`config.mk`:
```
export PLATFORM = sky130hd
export DESIGN_NAME = lpgrb_cordic
export DESIGN_NICKNAME = d
export VERILOG_FILES = /design/src/design/lpgrb_pkg.sv /design/src/design/lpgrb_cordic.sv
export SDC_FILE = /design/constraint.sdc
export NUM_CORES = 1
export LEC_CHECK = 0
export BUFFER_PORTS_ARGS = -buffer_cell sky130_fd_sc_hd__buf_2
export CORE_MARGIN = 2
export CORE_UTILIZATION = 60
export DETAILED_ROUTE_END_ITERATION = 8
export PLACE_DENSITY = 0.74
export SYNTH_ARGS = -nofsm -noshare
export SYNTH_HDL_FRONTEND = slang
export SYNTH_SLANG_ARGS = --single-unit
```
`constraint.sdc`:
```
create_clock -name clock -period 16.2 [get_ports clock]
set_input_delay 3.24 -clock clock [delete_from_list [all_inputs] [get_ports clock]]
set_output_delay 3.24 -clock clock [all_outputs]
set_load 0.005 [all_outputs]
```
`src/design/lpgrb_pkg.sv`:
```
// Package: payload types, constants and tables for the lidar point grid and range binning core.
package lpgrb_pkg;

   localparam int CORDIC_STEPS = 16;
   localparam int ANG_W = 25;
   localparam int CW = 28;
   localparam logic [16:0] NO_READING = 17'h1FFFF;

   typedef enum logic [1:0] {
      CSR_PPM    = 2'd0,
      CSR_HALF   = 2'd1,
      CSR_WIDTH  = 2'd2,
      CSR_HEIGHT = 2'd3
   } csr_index_type;

   typedef enum logic [3:0] {
      ST_IDLE,
      ST_MUL_COL,
      ST_MUL_ROW,
      ST_CHECK,
      ST_SQ_X,
      ST_SQ_Y,
      ST_CORDIC,
      ST_SQRT,
      ST_WRITE,
      ST_READ,
      ST_READ_WAIT,
      ST_OUT
   } state_type;

   typedef struct packed {
      logic        opcode;
      logic [15:0] point_x;
      logic [15:0] point_y;
      logic [8:0]  bin_select;
   } req_type;

   typedef struct packed {
      logic        in_image;
      logic [9:0]  pixel_col;
      logic [9:0]  pixel_row;
      logic [8:0]  bin_index;
      logic        bin_written;
      logic [16:0] range_value;
   } rsp_type;

   function automatic logic [ANG_W-1:0] atan_deg(input logic [3:0] i);
      case (i)
         4'd0:    atan_deg = 25'd2949120;
         4'd1:    atan_deg = 25'd1740967;
         4'd2:    atan_deg = 25'd919879;
         4'd3:    atan_deg = 25'd466945;
         4'd4:    atan_deg = 25'd234379;
         4'd5:    atan_deg = 25'd117304;
         4'd6:    atan_deg = 25'd58666;
         4'd7:    atan_deg = 25'd29335;
         4'd8:    atan_deg = 25'd14668;
         4'd9:    atan_deg = 25'd7334;
         4'd10:   atan_deg = 25'd3667;
         4'd11:   atan_deg = 25'd1833;
         4'd12:   atan_deg = 25'd917;
         4'd13:   atan_deg = 25'd458;
         4'd14:   atan_deg = 25'd229;
         default: atan_deg = 25'd115;
      endcase
   endfunction

endpackage

```
`src/design/lpgrb_cordic.sv`:
```
// Iterative CORDIC vectoring unit: whole-degree bearing for y > 0, one step per cycle.
module lpgrb_cordic
   import lpgrb_pkg::*;
(
   input  logic               clock,
   input  logic               reset,
   input  logic               start,
   input  logic signed [15:0] x,
   input  logic signed [15:0] y,
   output logic               done,
   output logic [7:0]         degrees
);

   logic signed [CW-1:0]    cx_ff, cx_in, cy_ff, cy_in;
   logic signed [ANG_W:0]   z_ff, z_in;
   logic [3:0]              step_ff, step_in;
   logic                    busy_ff, busy_in;
   logic                    done_ff, done_in;
   logic signed [CW-1:0]    dx, dy, xs, ys;
   logic signed [ANG_W:0]   dz;
   logic signed [ANG_W:0]   zq;

   assign xs = CW'(x) <<< 8;
   assign ys = CW'(y) <<< 8;
   assign dx = cy_ff >>> step_ff;
   assign dy = cx_ff >>> step_ff;
   assign dz = $signed({1'b0, atan_deg(step_ff)});

   always_comb begin
      cx_in   = cx_ff;
      cy_in   = cy_ff;
      z_in    = z_ff;
      step_in = step_ff;
      busy_in = busy_ff;
      done_in = 1'b0;
      if (start) begin
         step_in = '0;
         busy_in = 1'b1;
         if (x < 0) begin
            cx_in = ys;
            cy_in = -xs;
            z_in  = (ANG_W+1)'(90 * 65536);
         end else begin
            cx_in = xs;
            cy_in = ys;
            z_in  = '0;
         end
      end else if (busy_ff) begin
         if (cy_ff > 0) begin
            cx_in = cx_ff + dx;
            cy_in = cy_ff - dy;
            z_in  = z_ff + dz;
         end else begin
            cx_in = cx_ff - dx;
            cy_in = cy_ff + dy;
            z_in  = z_ff - dz;
         end
         step_in = step_ff + 4'd1;
         if (step_ff == 4'(CORDIC_STEPS - 1)) begin
            busy_in = 1'b0;
            done_in = 1'b1;
         end
      end
   end

   always_ff @(posedge clock) begin
      cx_ff   <= cx_in;
      cy_ff   <= cy_in;
      z_ff    <= z_in;
      step_ff <= step_in;
      if (reset) begin
         busy_ff <= 1'b0;
         done_ff <= 1'b0;
      end else begin
         busy_ff <= busy_in;
         done_ff <= done_in;
      end
   end

   assign zq   = z_ff >>> 16;
   assign done = done_ff;

   always_comb begin
      if (z_ff < 0)
         degrees = 8'd0;
      else if (zq > 179)
         degrees = 8'd179;
      else
         degrees = zq[7:0];
   end

endmodule

```
### Word level (Yosys, flattened, before mapping)

Memories as Yosys holds them, arrays and structs flattened. A register that Yosys moved wholly into a read port is not among the register bits.
Cells that the tools add are included.

| storage, ports and cells | value |
|---|---|
| bits in registers | 88 |
| logic and storage cells | 45 |
| memories kept | 1 |
| ROM bits | 352 |

Memories:

| name | depth | width | rd ports | clocked after Yosys merged registers in | wr ports | line | source |
|---|---|---|---|---|---|---|---|
| (name not given) | 16 | 22 | 1 | 1 | 0 | lpgrb_pkg.sv:48 | `case (i)` |

| operators by class | value |
|---|---|
| shifts and indexed selects | 2 |
| bitwise operators | 1 |
| equal/unequal tests | 1 |
| $add $sub $neg | 8 |
| magnitude comparators | 4 |
| reductions and logical operators | 2 |
| muxes and demuxes | 20 |

Operators with widths:

| operator | count |
|---|---|
| 2-to-1 mux 28 bit | 8 |
| 2-to-1 mux 26 bit | 3 |
| adder 28 bit | 2 |
| >>> shifter 28 x 4 -> 28 bit | 2 |
| subtractor 28 bit | 2 |
| > comparator 28 x 1 -> 1 bit, second input constant | 1 |
| negation 24 -> 28 bit | 1 |
| adder 26 bit | 1 |
| < comparator 26 x 1 -> 1 bit, second input constant | 1 |
| subtractor 26 bit | 1 |
| 2-to-1 mux 23 bit | 1 |
| < comparator 16 x 1 -> 1 bit, second input constant | 1 |
| 2-to-1 mux 8 bit | 2 |
| > comparator 10 x 9 -> 1 bit, second input constant | 1 |
| 2-to-1 mux 4 bit | 2 |
| adder 4 x 1 -> 4 bit, second input constant | 1 |
| == test 4 bit, second input constant | 1 |
| 2-to-1 mux 1 bit | 4 |
| OR reduction 3 bit | 1 |
| nonzero test 2 bit | 1 |
| NOT 1 bit | 1 |

### Depth between registers and ports, before layout

Gate-level depths: netlist (run 1).

| depth | value |
|---|---|
| word-level depth | 5 |
| gate-level depth with buffers | 25 |
| depth with buffers taken out | 19 |

### Worst setup path before layout (run 1)

No wires, ideal clock.

| path | value |
|---|---|
| kind | input to register |
| from | input port start |
| to | register cx_ff[0], enable pin |
| path slack | 10.723 ns |
| cell stages on the path | 4 |
| library setup time | 0.405 ns |
| arrival time | 5.072 ns |
| data required time | 15.795 ns |
| cell sequence | clkbuf_1 -> clkbuf_1 -> clkbuf_1 -> or2_2 |

| between the ends | value |
|---|---|
| longest elaborated chain between the ends | 1 |

Ends and longest elaborated chain:

| what | line | source |
|---|---|---|
| start, declared | lpgrb_cordic.sv:7 | `input logic start,` |
| nonzero test 2 bit (no line) | - |  |
| end signal, assigned | lpgrb_cordic.sv:67 | `cx_ff <= cx_in;` |
| end, declared | lpgrb_cordic.sv:14 | `logic signed [CW-1:0] cx_ff, cx_in, cy_ff, cy_in;` |

No other way between the ends.
A chain may end at the register's enable or synchronous reset.

### Final worst setup path (run 1)

| path | value |
|---|---|
| from | register step_ff[1] |
| to | register cx_ff[27] (data pin) |

| between the ends | value |
|---|---|
| longest elaborated chain between the ends | 5 |
| elaborated cells on any way between the ends | 6 |

Ends and longest elaborated chain:

| what | line | source |
|---|---|---|
| start, declared | lpgrb_cordic.sv:16 | `logic [3:0] step_ff, step_in;` |
| start signal, assigned | lpgrb_cordic.sv:70 | `step_ff <= step_in;` |
| >>> shifter 28 x 4 -> 28 bit (*) | lpgrb_cordic.sv:25 | `assign dx = cy_ff >>> step_ff;` |
| subtractor 28 bit or adder 28 bit (tied branches) | lpgrb_cordic.sv:54, lpgrb_cordic.sv:50 |  |
| 2-to-1 mux 28 bit (*) | lpgrb_cordic.sv:49 | `if (cy_ff > 0) begin` |
| 2-to-1 mux 28 bit (*) | lpgrb_cordic.sv:48 | `end else if (busy_ff) begin` |
| 2-to-1 mux 28 bit (*) | lpgrb_cordic.sv:36 | `if (start) begin` |
| named net cx_in[27] | lpgrb_cordic.sv:14 |  |

The timed path passes the listed nets; every way through them passes the cells marked *. The select of a mux whose other input is x is not followed.

==> metrics list, run 1 <==
- Max-Cap Viols: 0
* Horizontal die dimension: around 150 um
- Die Ht: 153.0 um
- Element type at the critical path start: flip-flop
- Grt peak-use layer: met2
- Via count of the first global-routing pass: approximately 12k
* Number of design rule violations left after detail routing: 0
* Routed wirelength normalized by instance count: slightly above 20 um
* Synthesized-area fraction occupied by adder cells: 0.09182
- Max Buffers Root-to-Sink: 2
- Multiplexer share of the synthesized area: 0.1607
- The count of buffers added on input and output ports is 43.
- The share of synthesized area in the top cell type comes to 0.1848.
- Setup repair bufs after CTS: 0
* Area contributors post-synth: sky130_fd_sc_hd__edfxtp_1 (18%), sky130_fd_sc_hd__ha_1 (8.7%), sky130_fd_sc_hd__mux4_2 (8.1%), sky130_fd_sc_hd__xnor2_1 (5.7%), sky130_fd_sc_hd__mux2i_1 (4.6%)
- Type of the worst setup path: flip-flop to flip-flop
- For this block, the via count after detailed routing is 12.38k.
- By count the netlist is led by sky130_fd_sc_hd__nor2_1 (154), sky130_fd_sc_hd__nand2_1 (144), sky130_fd_sc_hd__a21oi_1 (116), sky130_fd_sc_hd__o21ai_0 (107), sky130_fd_sc_hd__ha_1 (93).
- After detailed routing, the number of vias per cell comes to a little under 7.
- Crit Path Max Fanout: just over 70
- TritonCTS built the clock tree.
- Across every metal layer, demand over resource in global routing totals 0.3209.
- The final layout contains ~1.7k nets.
* Remaining antenna violation count after routing: 0
- Most frequently used cell type in the post-synthesis netlist: sky130_fd_sc_hd__nor2_1
- The congestion estimate from routability-driven global placement came to 0.9651.
* Initial cell density of the core: 0.6107
- Summed over all instances, the cell type with the most area after synthesis is sky130_fd_sc_hd__edfxtp_1.
- STA puts the critical path data required time at ~16000 ps.
- During synthesis, Yosys emitted a total of 0 warnings.
- Row generation in the floorplan step produced 54 rows.
* Result of the run: finished clean
- Flops & latches, synth: 110
* Worst hold path class: flip-flop to flip-flop
- Overflow after GRT: 0
- Headroom to the max-slew limit came out at 0.2291.
- Ratio of cells with drive above 1 in the final layout: 0.1179
* Count of mapped cells out of synthesis: about 1.6k
* Pin count of the biggest net entering global routing: between 80 and 90
- For the pin with the worst max-slew slack, the measured transition is around 1200 ps.
- Clock-pin slew was measured on the worst setup and hold paths at around 90 ps.
- Slew Limit Fails: 0
* Placed insts: ~1.8k
- Grt met3 use: 0.04792
- The number of antenna violations at the first check in global routing came to 0.
- Routed wire length: roughly 38 mm
* Total Die Area: between 20000 and 25000 um2
* N_diodes: 0
- WHS: between 600 and 700 ps
- Setup violations remaining at the end of the flow were counted as 0.
* Detailed Routing Iterations Pass 1: 5
- The floorplan step defined a core boundary enclosing roughly 22000 um2.
- The H-tree was split into 3 levels.
- Cell Area, Synth: 13330 um2
- Num CTS Buffers: 9
- In this run, the number of DRC markers left after iteration 0 of detailed routing was between 1k and 1.5k.
- After synthesis, the share of flip-flops with an asynchronous set or reset is 0.
- By area, the combinational part of the netlist is dominated by compound AO/OA/AOI/OAI gates.
* Hold violation count in the final report: 0
- Cells resized by post-CTS repair: 0
- At the end of the flow the core is filled with cells to 0.6388.
* Met2 GRT Util: 0.5355
- For the final routed database, the setup TNS stands at 0 ps.
* Worst clock skew on the final layout: roughly 13 ps
* Kind of capture point of the worst setup path: flip-flop
* Met1 routing resource usage after global routing: 0.4122
- Of the total synthesized cell area, the portion taken by AND, OR, NAND and NOR gates is 0.1828.
- Wire length of the first global-routing pass: just over 60 mm
- The post-synthesis compound-gate area fraction is 0.2103.
- Unrepaired setup endpoints after global routing: no
- Ports placed on the boundary: 44
- Non-filler instance count after layout: about 1.8k
- The area growth from synthesis to layout is 4.610%.
- Main flop type after synthesis: sky130_fd_sc_hd__edfxtp_1
- Subtracting the final worst setup slack from the clock period gives between 6000 and 7000 ps.
- Synth unique cells: 82
* Clock root buffer: sky130_fd_sc_hd__clkbuf_16
- Post-synth EDFFs: between 80 and 90
* Xor/xnor cell area share of the yosys netlist: 0.08938
- In the finished design, the share of the clock period the worst path needs comes to 0.4048.
- Post-Syn Area per Cell: approximately 8.5 um2
- In this run, post-CTS hold repair placed 0 buffers.
- Sum of net half-perimeters after detailed placement: ~28 mm
- For this run, the register share of the synthesized area comes to 0.2268.
* Post-synth net total: roughly 1.7k
* CTS sink count: 110
- Achievable clock frequency: about 150 MHz
- Data arrival at the endpoint of the critical path: roughly 6700 ps
- Clock insertion delay at the later pin of the skew report: between 300 and 400 ps
-- sequential cells by signal (all words and copies together), names as in the netlist --
signal,count
cy_ff,28
step_ff,4
cx_ff,28
z_ff,26
dz,22
busy_ff,1
done,1
-- cells by family after synthesis --
group           after synthesis
compound gates              443
flops                       110
xor+xnor                    136
buf+inv                     122
mux                         149
simple gates                511
fa+ha+maj                    96
-- path summary, 6_finish.rpt --
path / from / endpoint / slack, ps / cells after the start
worst min register to register: dz[0] / z_ff[0] / 660 / 2
worst max register to register: step_ff[1] / cx_ff[27] / 9640 / 19
worst max-delay path: step_ff[1] / cx_ff[27] / 9640 / 19
worst min-delay path: dz[0] / z_ff[0] / 660 / 2
-- through the flow --
| step | cell area (um2) | worst slack, ps |
|---|---|---|
| after floorplan | 13330 | 10720 |
| after global placement | 13650 | 9923 |
| after detailed placement | 13650 | 9718 |
| after CTS | 13940 | 9703 |
| after global routing | 13940 | 9194 |
| final | 13940 | 9643 |
-- layout by cell type, fill, tap and decap left out, drive strengths merged, types with 9 or more instances in the layout --
cell	count
ha	93
o22ai	16
nand3	31
xor2	50
clkbuf	9
or2	13
dfxtp	28
and2	15
edfxtp	82
and3	20
xnor2	86
inv	45
buf	54
o31ai	15
a31oi	25
nor3	34
mux2	40
o21a	16
nor4	19
a211oi	14
nand2	145
nor2	154
nand2b	16
o21ai	114
or3	11
a21o	30
a21boi	9
o21bai	11
o211ai	13
a21oi	116
nand4	12
mux2i	61
mux4	48
nor2b	22
-- per-layer routing --
layer,wire length (um),part of all wire
met2,17900,0.47
met4,1618,0.043
met3,3115,0.082
met1,15190,0.40
met5,0,0
-- worst max-delay path: stages (launching register included) --
cell	delay (ps)
sky130_fd_sc_hd__dfxtp_4	520
sky130_fd_sc_hd__buf_4	860
sky130_fd_sc_hd__mux4_2	620
sky130_fd_sc_hd__mux2_2	300
sky130_fd_sc_hd__a222oi_1	660
sky130_fd_sc_hd__ha_1	300
sky130_fd_sc_hd__or3b_4	410
sky130_fd_sc_hd__nor2_1	160
sky130_fd_sc_hd__nor2_1	70
sky130_fd_sc_hd__xor2_1	160
sky130_fd_sc_hd__ha_1	310
sky130_fd_sc_hd__and3_1	170
sky130_fd_sc_hd__a221oi_1	370
sky130_fd_sc_hd__o21ai_0	170
sky130_fd_sc_hd__a31oi_1	270
sky130_fd_sc_hd__o22ai_1	160
sky130_fd_sc_hd__nor3_1	350
sky130_fd_sc_hd__o31ai_1	150
sky130_fd_sc_hd__xnor2_1	150
sky130_fd_sc_hd__o21ai_1	70
-- layout make-up --
type                    instances  area (um2)
flip-flops and latches        110        3030
repair buffers                 54       300.3
well taps                     280       350.3
clock inverters                 7       61.31
clock buffers                   9       225.2
multi-input cells            1335        9801
inverters                      46       172.7
fillers                      1923        7883
Power of run 1 is left out: the tool's default activity adds up to more than one toggle a clock period on the data nets, which glitch-free logic cannot reach.
==> inputs of run 2 (changes only) <==
Settings changed: ABC_AREA set to 1, CORE_UTILIZATION 60 to 59, PLACE_DENSITY 0.74 to 0.76.
Clock period 16.2 ns to 5.75 ns, I/O delays scaled along.
==> run 2 against run 1 <==
  * Via count rose by 18%
  * Critical path depth rose by 4
  * Cell area rose by 0.50%
  * Wire length rose by 16%
  * Hold slack got worse by 12 ps
  * Maximum frequency rose by 32%
  * Largest cell class unchanged
  * Highest routed layer unchanged
==> metrics list, run 2 <==
* Result of the run: finished clean
* Final period utilization: 0.8639 (+0.4592)
- The number of nets in the final layout was 2237 (+33%).
* Most instantiated cells after synthesis: sky130_fd_sc_hd__nand2_1 (575), sky130_fd_sc_hd__nand3_1 (273), sky130_fd_sc_hd__inv_1 (193), sky130_fd_sc_hd__nor2_1 (176), sky130_fd_sc_hd__a21oi_1 (145)
- The net count after synthesis came to 2234 (+32%).
- The clock-pin slew reported for the worst setup and hold paths after clock tree synthesis was 90 ps (about the same).
* Achievable clock frequency: 201.3 MHz (+32%)
* N_diodes: 0 (unchanged)
- Minimum period implied by the final worst setup slack: 4968 ps (-1590 ps)
- Initial cell density of the core: 0.6051 (-0.005563)
* Commonest cells after routing, fill and taps aside: sky130_fd_sc_hd__nand2_1 (575), sky130_fd_sc_hd__nand3_1 (273), sky130_fd_sc_hd__inv_1 (192), sky130_fd_sc_hd__nor2_1 (175), sky130_fd_sc_hd__a21oi_1 (145)
- Routed wirelength normalized by instance count: 18.30 um (-11%)
- The critical path is of the flip-flop to flip-flop type.
- Setup repair bufs after CTS: 0 (unchanged)
- Data required, critical path: 5880 ps (-10430 ps)
* Share of the yosys chip area belonging to registers: 0.2268 (about the same)
- The number of sinks driven by the clock tree came to 110 (unchanged).
- Share of synthesized flip-flops with an asynchronous set or reset: 0 (unchanged)
- Routed via count divided by cell count: 6.090 (-9.5%)
* Num CTS Buffers: 9 (unchanged)
- The overall routing resource usage is 0.3685 (+0.04756).
- Setup slack at placement: 978.7 ps (-8739 ps)
- Most common cell after layout, fill and taps aside: sky130_fd_sc_hd__nand2_1
- Clock insertion delay at the later pin of the skew report: 380 ps (about the same)
- M1 wire length: 19.74 mm (+30%)
* Horizontal die dimension: 154.3 um (+0.82%)
* Remaining antenna violation count after routing: 0 (unchanged)
- Crit Path Max Fanout: 54 (-24%)
- The count of synthesis-stage warnings from yosys is 0 (unchanged).
* Slew HR: 0.4275 (+0.1984)
- Slew Limit Fails: 0 (unchanged)
* WHS: 643.4 ps (-11.79 ps)
* Die Ht: 154.3 um (+0.82%)
- STA classifies the critical path startpoint as a flip-flop.
- Most frequently used cell type in the post-synthesis netlist: sky130_fd_sc_hd__nand2_1
- The setup TNS came to 0 ps (unchanged).
- Area growth from synthesis to layout: 5.126%
- Met3 WL post-DR: 4.999 mm (+60%)
* Port-buffer cells: 43 (unchanged)
- Area contributors post-synth: sky130_fd_sc_hd__edfxtp_1 (18%), sky130_fd_sc_hd__nand2_1 (16%), sky130_fd_sc_hd__nand3_1 (10%), sky130_fd_sc_hd__ha_1 (8.7%), sky130_fd_sc_hd__a21oi_1 (5.4%)
- Unrepaired setup endpoints after global routing: no
* Clock root buffer: sky130_fd_sc_hd__clkbuf_16
- In the final layout, the registers with the most flip-flops are cx_ff (28), cy_ff (28), z_ff (26).
* Post-synth EDFFs: 82 (unchanged)
- Data arrival at the endpoint of the critical path: 5100 ps (-1560 ps)
- Worst R2R Setup Slack: 780 ps (-8860 ps)
- The detailed placer's ending HPWL was 34.34 mm (+21%).
- Wire length of the first global-routing pass: 69.57 mm (+14%)
- The most used flip-flop cell after synthesis is sky130_fd_sc_hd__edfxtp_1.
* Via count of the first global-routing pass: 13.02k (+10%)
- Worst-Margin Slew: 858.7 ps (-293.3 ps)
- The placeable core region came to 22030 um2 (+0.93%).
- The number of antenna violations at the first check in global routing came to 0 (unchanged).
- The total of max-cap violations is 0 (unchanged).
* Top cell type's share of synthesized area: 0.1848 (about the same)
* Worst hold path class: flip-flop to flip-flop
- The total wire length is 43.76 mm (+16%).
- The amount of wire on met2 after detailed routing was 17.78 mm (-0.70%).
- Post-Syn Area per Cell: 6.338 um2 (-25%)
* Ratio of cells with drive above 1 in the final layout: 0.07200 (-0.04587)
- The cell row count is 54 (unchanged).
* DRC violation total after the first TritonRoute iteration: 1883 (+62%)
- # fillers: 2099 (+9.2%)
* Ports placed on the boundary: 44 (unchanged)
* Number of design rule violations left after detail routing: 0 (unchanged)
- Cell Area, Synth: 13330 um2 (about the same)
- Final worst slack: 782.4 ps (-8860 ps)
- Final setup vio count: 0 (unchanged)
* Overflow after GRT: 0 (unchanged)
- The number of resized instances in the post-cts repair step was 0 (unchanged).
* Number of buffers added to fix hold violations after cts: 0 (unchanged)
- The clock skew after layout is 18.47 ps (+5.625 ps).
- TritonCTS clock tree: built
* Total Die Area: 23810 um2 (+1.7%)
- Kind of capture point of the worst setup path: flip-flop
- The count of unique library cells instantiated by Yosys came to 57 (-30%).
- Placer's final routability congestion estimate: 1.016 (+5.3%)
- The vias after detailed routing is 14.56k (+18%).
- Top routing layer used: met4
- Max Buffers Root-to-Sink: 2 (unchanged)
- The number of iterations in the first detailed-routing pass is 8 (+3).
- The largest net degree at the start of global routing came to 78 (-9.3%).
* Post-synthesis cell type with the largest combined area: sky130_fd_sc_hd__edfxtp_1
- Count of H-tree levels built during CTS: 3 (unchanged)
- The final hold violation count was 0 (unchanged).
- Flops & latches, synth: 110 (unchanged)
* Count of mapped cells out of synthesis: 2103 (+34%)
run 2: per-layer routing:
layer | global-route usage | vias up
li1 | - | 7133
met1 | 0.5491 | 6567
met2 | 0.5338 | 776
met3 | 0.07537 | 84
met4 | 0.1151 | 0
met5 | 0 | -
run 2: path summary, 6_finish.rpt:
kind                            startpoint    endpoint  cells after the start
worst min-delay path               busy_ff  step_ff[0]                      2
worst min register to register     busy_ff  step_ff[0]                      2
worst max-delay path            step_ff[1]   cy_ff[26]                     23
worst max register to register  step_ff[1]   cy_ff[26]                     23
run 2: cells by family (layout without fill, tap and decap cells):
family / after synthesis / after routing / share of synthesized area
adder cells (fa/ha/maj): 96 / 96 / 0.09181
AND/OR/NAND/NOR: 1136 / 1136 / 0.3681
AO/OA/AOI/OAI: 410 / 410 / 0.1772
XOR/XNOR: 75 / 75 / 0.04929
flip-flops: 110 / 110 / 0.2268
buffers and inverters: 276 / 284 / 0.08674
run 2: cell type report:
cell class | count | area, um2 | area share
repair buffers | 67 | 420.4 | 0.03001
multi-input cells | 1717 | 9151 | 0.6532
flip-flops and latches | 110 | 3027 | 0.2160
clock buffers | 9 | 225.2 | 0.01607
well taps | 280 | 350.3 | 0.02500
clock inverters | 7 | 77.57 | 0.005537
inverters | 201 | 759.5 | 0.05421
run 2: worst max-delay path, cell delays in order (launching register included):
cell and delay (ps):
sky130_fd_sc_hd__dfxtp_2 340, sky130_fd_sc_hd__buf_4 490, sky130_fd_sc_hd__nand3_1 210, sky130_fd_sc_hd__nand3_1 140
sky130_fd_sc_hd__nand2_1 110, sky130_fd_sc_hd__nand2_1 70, sky130_fd_sc_hd__nand2_1 130, sky130_fd_sc_hd__inv_1 90
sky130_fd_sc_hd__ha_1 210, sky130_fd_sc_hd__nand3_1 200, sky130_fd_sc_hd__o21ai_2 230, sky130_fd_sc_hd__nand2_1 90
sky130_fd_sc_hd__xnor2_1 130, sky130_fd_sc_hd__inv_1 60, sky130_fd_sc_hd__ha_1 330, sky130_fd_sc_hd__nand2_1 150
sky130_fd_sc_hd__o21ai_0 250, sky130_fd_sc_hd__a2111oi_0 590, sky130_fd_sc_hd__buf_4 220, sky130_fd_sc_hd__o211ai_1 80
sky130_fd_sc_hd__buf_4 160, sky130_fd_sc_hd__or2_2 270, sky130_fd_sc_hd__nand3_1 70, sky130_fd_sc_hd__nand2_1 50
run 2: stage by stage:
step | cells | cell area, um2 | utilization
3_5_place_dp | 2375 | 13710 | 0.6224
2_1_floorplan | 2103 | 13330 | -
4_1_cts | 2391 | 14010 | 0.6361
3_3_place_gp | 2375 | 13710 | 0.6224
6_report | 2391 | 14010 | 0.6361
5_1_grt | 2391 | 14010 | 0.6361
Power of run 2 is left out for the same reason.
